## src/design/wth_pkg.sv

```systemverilog
// Shared types, constants and codes for the weighted time histogram.
package wth_pkg;

  // Storage and number format
  localparam int MAX_BINS  = 1024;
  localparam int BIN_AW    = $clog2(MAX_BINS);
  localparam int USED_W    = BIN_AW + 1;
  localparam int FRAC_BITS = 24;
  localparam int SUM_W     = 48;
  localparam int IDX_W     = 10;
  localparam int CFG_W     = 40;
  localparam int CFG_AW    = 3;

  // Iteration lengths of the sequential units
  localparam int TD_W   = 35;  // magnitude of 2*(t-origin)+w
  localparam int SQ_IT  = 32;  // root bits
  localparam int PD_W   = 48;  // quotient bits of pz
  localparam int CNT_W  = 6;

  // Request commands
  localparam logic [1:0] CMD_CLEAR = 2'd0;
  localparam logic [1:0] CMD_BIN   = 2'd1;
  localparam logic [1:0] CMD_READ  = 2'd2;

  // Configuration register indexes
  localparam logic [CFG_AW-1:0] CFG_BIN_ORIGIN   = 3'd0;
  localparam logic [CFG_AW-1:0] CFG_BIN_WIDTH    = 3'd1;
  localparam logic [CFG_AW-1:0] CFG_BIN_COUNT    = 3'd2;
  localparam logic [CFG_AW-1:0] CFG_X_OFFSET     = 3'd3;
  localparam logic [CFG_AW-1:0] CFG_Y_OFFSET     = 3'd4;
  localparam logic [CFG_AW-1:0] CFG_X_POWER      = 3'd5;
  localparam logic [CFG_AW-1:0] CFG_Y_POWER      = 3'd6;
  localparam logic [CFG_AW-1:0] CFG_REF_MOMENTUM = 3'd7;

  // Multiply sequence steps
  localparam logic [3:0] MS_SQX  = 4'd0;
  localparam logic [3:0] MS_SQY  = 4'd1;
  localparam logic [3:0] MS_CXL  = 4'd2;
  localparam logic [3:0] MS_CXH  = 4'd3;
  localparam logic [3:0] MS_CYL  = 4'd4;
  localparam logic [3:0] MS_CYH  = 4'd5;
  localparam logic [3:0] MS_SXP  = 4'd6;
  localparam logic [3:0] MS_SYP  = 4'd7;
  localparam logic [3:0] MS_PL   = 4'd8;
  localparam logic [3:0] MS_PH   = 4'd9;
  localparam logic [3:0] MS_COMB = 4'd10;
  localparam logic [3:0] MS_WGT  = 4'd11;

  typedef struct packed {
    logic [1:0]         cmd;
    logic signed [31:0] arrival_time;
    logic signed [31:0] x_pos;
    logic signed [31:0] x_slope;
    logic signed [31:0] y_pos;
    logic signed [31:0] y_slope;
    logic signed [31:0] momentum_dev;
    logic [9:0]         bin_select;
  } in_t;

  typedef struct packed {
    logic [IDX_W-1:0]   bin_index;
    logic               was_binned;
    logic [47:0]        long_momentum;
    logic signed [47:0] x_bin_sum;
    logic signed [47:0] y_bin_sum;
    logic [31:0]        binned_total;
  } out_t;

  typedef struct packed {
    logic signed [31:0] bin_origin;
    logic [30:0]        bin_width;
    logic [10:0]        bin_count;
    logic signed [31:0] x_offset;
    logic signed [31:0] y_offset;
    logic [1:0]         x_weight_power;
    logic [1:0]         y_weight_power;
    logic [39:0]        ref_momentum;
  } cfg_t;

  localparam cfg_t CFG_RESET = '{
    bin_origin:     32'sd0,
    bin_width:      31'd1,
    bin_count:      11'd1024,
    x_offset:       32'sd0,
    y_offset:       32'sd0,
    x_weight_power: 2'd1,
    y_weight_power: 2'd1,
    ref_momentum:   40'd65536
  };

  // Controller to datapath
  typedef struct packed {
    logic       load;
    logic       cnt_clr;
    logic       clr_en;
    logic       prep;
    logic       mag;
    logic       mul_en;
    logic [3:0] mul_step;
    logic       sqrt_start;
    logic       pdiv_start;
    logic       upd;
    logic       push;
  } ctl_cmd_t;

  // Datapath to controller
  typedef struct packed {
    logic tdv_busy;
    logic sq_busy;
    logic pd_busy;
    logic in_range;
    logic clr_last;
    logic out_free;
  } ctl_sts_t;

endpackage

```

## src/design/wth_ctrl.sv

```systemverilog
// Sequencing state machine of the weighted time histogram.
module wth_ctrl (
  input  logic               clk,
  input  logic               rst_n,
  input  logic               in_valid,
  input  logic [1:0]         in_cmd,
  output logic               in_ready,
  output wth_pkg::ctl_cmd_t  cmd,
  input  wth_pkg::ctl_sts_t  sts
);

  typedef enum logic [12:0] {
    S_CLR   = 13'b0000000000001,
    S_IDLE  = 13'b0000000000010,
    S_PREP  = 13'b0000000000100,
    S_MAG   = 13'b0000000001000,
    S_MUL   = 13'b0000000010000,
    S_SQS   = 13'b0000000100000,
    S_SQ    = 13'b0000001000000,
    S_PDS   = 13'b0000010000000,
    S_PD    = 13'b0000100000000,
    S_BWAIT = 13'b0001000000000,
    S_RD    = 13'b0010000000000,
    S_RDW   = 13'b0100000000000,
    S_DONE  = 13'b1000000000000
  } state_t;

  state_t     state_r, state_nxt;
  logic       from_cmd_r, from_cmd_nxt;
  logic [3:0] step_r, step_nxt;

  // Next state and commands
  always_comb begin
    state_nxt    = state_r;
    from_cmd_nxt = from_cmd_r;
    step_nxt     = step_r;
    cmd          = '0;
    in_ready     = 1'b0;
    unique case (state_r)
      S_CLR: begin
        cmd.clr_en = 1'b1;
        if (sts.clr_last) begin
          state_nxt = from_cmd_r ? S_DONE : S_IDLE;
        end
      end
      S_IDLE: begin
        in_ready = 1'b1;
        if (in_valid) begin
          cmd.load     = 1'b1;
          from_cmd_nxt = (in_cmd == wth_pkg::CMD_CLEAR);
          case (in_cmd)
            wth_pkg::CMD_CLEAR: begin
              cmd.cnt_clr = 1'b1;
              state_nxt   = S_CLR;
            end
            wth_pkg::CMD_BIN:  state_nxt = S_PREP;
            wth_pkg::CMD_READ: state_nxt = S_RD;
            default:           state_nxt = S_DONE;
          endcase
        end
      end
      S_PREP: begin
        cmd.prep  = 1'b1;
        state_nxt = S_MAG;
      end
      S_MAG: begin
        cmd.mag   = 1'b1;
        step_nxt  = wth_pkg::MS_SQX;
        state_nxt = S_MUL;
      end
      S_MUL: begin
        cmd.mul_en   = 1'b1;
        cmd.mul_step = step_r;
        if (step_r == wth_pkg::MS_WGT) begin
          state_nxt = S_SQS;
        end else begin
          step_nxt = step_r + 4'd1;
        end
      end
      S_SQS: begin
        cmd.sqrt_start = 1'b1;
        state_nxt      = S_SQ;
      end
      S_SQ: begin
        if (!sts.sq_busy) begin
          state_nxt = S_PDS;
        end
      end
      S_PDS: begin
        cmd.pdiv_start = 1'b1;
        state_nxt      = S_PD;
      end
      S_PD: begin
        if (!sts.pd_busy) begin
          state_nxt = S_BWAIT;
        end
      end
      S_BWAIT: begin
        if (!sts.tdv_busy) begin
          state_nxt = sts.in_range ? S_RD : S_DONE;
        end
      end
      S_RD: state_nxt = S_RDW;
      S_RDW: begin
        cmd.upd   = 1'b1;
        state_nxt = S_DONE;
      end
      S_DONE: begin
        if (sts.out_free) begin
          cmd.push  = 1'b1;
          state_nxt = S_IDLE;
        end
      end
      default: state_nxt = S_IDLE;
    endcase
  end

  // State registers; reset starts the clearing pass
  always_ff @(posedge clk) begin
    if (!rst_n) begin
      state_r    <= S_CLR;
      from_cmd_r <= 1'b0;
      step_r     <= wth_pkg::MS_SQX;
    end else begin
      state_r    <= state_nxt;
      from_cmd_r <= from_cmd_nxt;
      step_r     <= step_nxt;
    end
  end

endmodule

```

## config.mk

```make
export PLATFORM = sky130hd
export DESIGN_NAME = wth_ctrl
export DESIGN_NICKNAME = d
export VERILOG_FILES = /design/src/design/wth_pkg.sv /design/src/design/wth_ctrl.sv
export SDC_FILE = /design/constraint.sdc
export NUM_CORES = 1
export LEC_CHECK = 0
export BUFFER_PORTS_ARGS = -buffer_cell sky130_fd_sc_hd__buf_2
export CORE_MARGIN = 1.5
export CORE_UTILIZATION = 45
export CTS_CLUSTER_DIAMETER = 60
export DETAILED_ROUTE_END_ITERATION = 10
export PLACE_DENSITY = 0.67
export RECOVER_POWER = 100
export SETUP_SLACK_MARGIN = 0.02
export SLEW_MARGIN = 10
export SYNTH_ARGS = -nofsm -noshare
export SYNTH_HDL_FRONTEND = slang
export SYNTH_SLANG_ARGS = --single-unit
```

## constraint.sdc

```tcl
create_clock -name clk -period 3.7 [get_ports clk]
set_input_delay 0.555 -clock clk [delete_from_list [all_inputs] [get_ports clk]]
set_output_delay 0.555 -clock clk [all_outputs]
set_load 0.05 [all_outputs]
```

==> flow_metrics.py <==
metrics = {
    "setup_path": {
        "cpMostUsedCell": "nor2_1",
        "path_cells": "nor2_1 -> nand4_1 -> nor2_1 -> and4_1 -> clkbuf_1",
        "cp-end-kind": "primary output",
        "critical_path.top_delay_family": "simple AND/OR/NAND/NOR gates",
        "start_kind": "flip-flop",
        "critPathRequiredTime_ns": 3.14,
        "cp_slowest_cell": "clkbuf_1",
        "cp_max_fo": 11,
        "critPathBufInv": 1,
        "worstPathArrival_ns": 2.64,
        "critPathLaunch": "state_r[9]$_SDFFE_PN0P_",
        "slowest_delay_ns": 0.50,
        "r2r-start": "state_r[6]$_SDFFE_PN0P_",
        "critical_path_class": "flip-flop to primary output",
    },
    "synth": {
        "synth_edf_count": 0,
        "yosys_warnings": 0,
        "ys.flop_type": "dfxtp_1",
        "seq_area_frac_synth": 0.270,
        "synth-seq-cells": 18,
        "avgSynthCellArea_um2": 8.68,
        "synth_cell_types": 51,
        "syn-cell-area_um2": 1340,
        "synthCells": 154,
        "synth_nets": 166,
        "synthArstFlopShare": 0,
    },
    "sta": {
        "clock_skew_ns": 0.00860,
        "hold_slack_ns": 0.541,
        "setup_viol": 0,
        "fmax_mhz": 313,
        "rsz0062_at_grt": "no",
        "finalCritPeriodShare": 0.864,
        "final_period_minus_worst_setup_slack_ns": 3.20,
        "setup_tns_ns": 0,
        "tightest_slew_ns": 0.873,
        "drv_slew": 0,
        "slew_headroom": 0.413,
        "hold_viol": 0,
    },
    "run": {
        "max_cap_viol_count": 0,
    },
    "route": {
        "drt_first_iter_violations": 62,
        "num_vias": 1263,
        "ant_nets": 0,
        "avgViaCountPerCell": 6.16,
        "drc": 0,
        "wire_per_inst_um": 16.4,
        "wl_um": 3360,
        "firstDrtPassIters": 4,
    },
    "clock_network": {
        "cts.sinks": 18,
        "numCtsBuffers": 3,
        "postCtsSetupRepairBufs": 0,
        "postCtsResizedCells": 0,
        "clk_latency_ns": 0.30,
        "path_clk_slew_ns": 0.11,
        "tritoncts": "done",
        "hold_buffers": 0,
        "cts_buffer_depth": 2,
        "root_buffer": "clkbuf_4",
        "cts_htree_levels": 1,
    },
    "power": {
        "max-vdd-ir-drop_uv": 250,
        "power.density_nw_per_um2": 319,
        "total_leakage_power_uw": 0.000584,
    },
    "grt": {
        "grt_first_pass_wirelength_um": 5670,
        "grt_use_total": 0.219,
        "grt_max_degree": 12,
        "antenna_found_initial": 0,
        "grt-ovfl-total": 0,
        "grt_pass1_vias": 1192,
    },
    "hold_path": {
        "min_from": "sts[1]",
        "hold_path.class": "input pin to flip-flop",
    },
    "final_layout": {
        "nets": 187,
        "drive_above_1_share": 0.132,
        "fin_cells": 205,
        "n_antenna_cell": 0,
        "syn_to_final_growth_pct": 8.05,
        "design_area_um2": 1440,
    },
    "die": {
        "fp.coreArea_um2": 2780,
        "rows": 19,
        "die_h_um": 57.5,
        "dieArea_um2": 3310,
        "ioPinCount": 26,
        "die_width_um": 57.5,
        "floorplan.initialDensity": 0.480,
    },
    "placed_design": {
        "dp_hpwl_um": 2510,
        "port_buffers": 25,
        "gp_congestion": 0.874,
        "placedCellCount": 201,
        "post_dp_cell_area_um2": 1450,
    },
    "run_status": {
        "outcome": "finished, final reports clean",
    },
}
==> metal layers <==
metal	wire length (um)	share of wire	track usage
met4	17	0.0051	0.0399
met1	1530	0.46	0.290
met2	1630	0.48	0.362
met3	179	0.053	0.0567
met5	0	0	0
==> cells in the mapped netlist (2+ instances only) <==
library cell | instances | area share
nand2_1 | 8 | 0.022
a211o_1 | 2 | 0.013
a21oi_2 | 2 | 0.013
and2_1 | 9 | 0.042
o21ai_0 | 3 | 0.011
mux2i_1 | 4 | 0.030
or4b_1 | 3 | 0.022
buf_6 | 2 | 0.017
dfxtp_1 | 18 | 0.27
nor2_1 | 18 | 0.051
nand4_1 | 5 | 0.023
or4_1 | 2 | 0.011
o31a_1 | 4 | 0.026
nor4_2 | 2 | 0.019
buf_2 | 2 | 0.0075
and4_1 | 4 | 0.026
nor3_1 | 2 | 0.0075
clkbuf_1 | 4 | 0.011
and4b_1 | 2 | 0.015
o21a_1 | 5 | 0.028
nor4_1 | 4 | 0.019
nor4_4 | 2 | 0.032
a21oi_1 | 4 | 0.015
nand4b_1 | 3 | 0.020
nor4b_1 | 3 | 0.020
and3_1 | 3 | 0.014
nand2b_1 | 3 | 0.014
xor2_1 | 4 | 0.026
inv_1 | 5 | 0.014
==> cells by family after synthesis <==
group           after synthesis  synth area share
fa+ha+maj                     2            0.0169
xor+xnor                      4            0.0262
buf+inv                      14            0.0524
simple gates                 83             0.424
flops                        18             0.270
compound gates               29             0.181
mux                           4            0.0300
==> worst min-delay path, cell delays in order <==
cell and delay, ns:
buf_2 0.11, inv_1 0.04, a211o_1 0.11
==> through the flow <==
step | total power (uW) | utilization | worst slack [ns]
global placement | 342 | 0.521 | 1.26
CTS | 467 | 0.534 | 0.885
finish | 461 | 0.519 | 0.502
floorplan | 320 | - | 0.737
global route | 485 | 0.519 | 0.339
detailed placement | 342 | 0.521 | 1.24
==> final timing paths <==
path,to,slack (ns),depth (start not counted)
worst max-delay path,cmd[12],0.50,5
worst min-delay path,state_r[0]$_SDFFE_PN1P_,0.54,3
worst max register to register,state_r[2]$_SDFFE_PN0P_,1.12,5
worst min register to register,step_r[1]$_SDFFE_PN0P_,0.56,2
==> state kept, by name, indices dropped and copies added (netlist names) <==
signal	flops
from_cmd_r	1
step_r	4
state_r	13
==> cell usage in the layout (no fill, tap or decap), types with 2 or more instances in the layout <==
master	n
a211o_1	2
a21oi_1	5
and2_0	2
and2_1	7
and3_1	3
and4_1	4
and4b_1	2
buf_2	10
clkbuf_1	15
clkbuf_4	3
dfxtp_1	18
inv_1	5
mux2i_1	4
nand2_1	8
nand2b_1	3
nand4_1	6
nand4b_1	3
nor2_1	18
nor3_1	2
nor4_1	5
nor4_4	2
nor4b_1	3
o21a_1	5
o21ai_0	3
o31a_1	4
or4_1	2
or4b_1	3
xor2_1	4
==> cell type report <==
class	count	area [um2]
tap	31	38.8
multi-input combinational	122	883
inverter	5	18.8
fill	281	1340
timing repair buffer	25	106
sequential	18	360
clock buffer	4	36.3
==> where the power goes <==
group	total (uW)	switching (uW)	internal [uW]
Sequential	211	11.9	200
Clock	126	66.0	60.1
Combinational	123	83.3	40.2
Note: power is estimated with default switching activity, not from simulation.
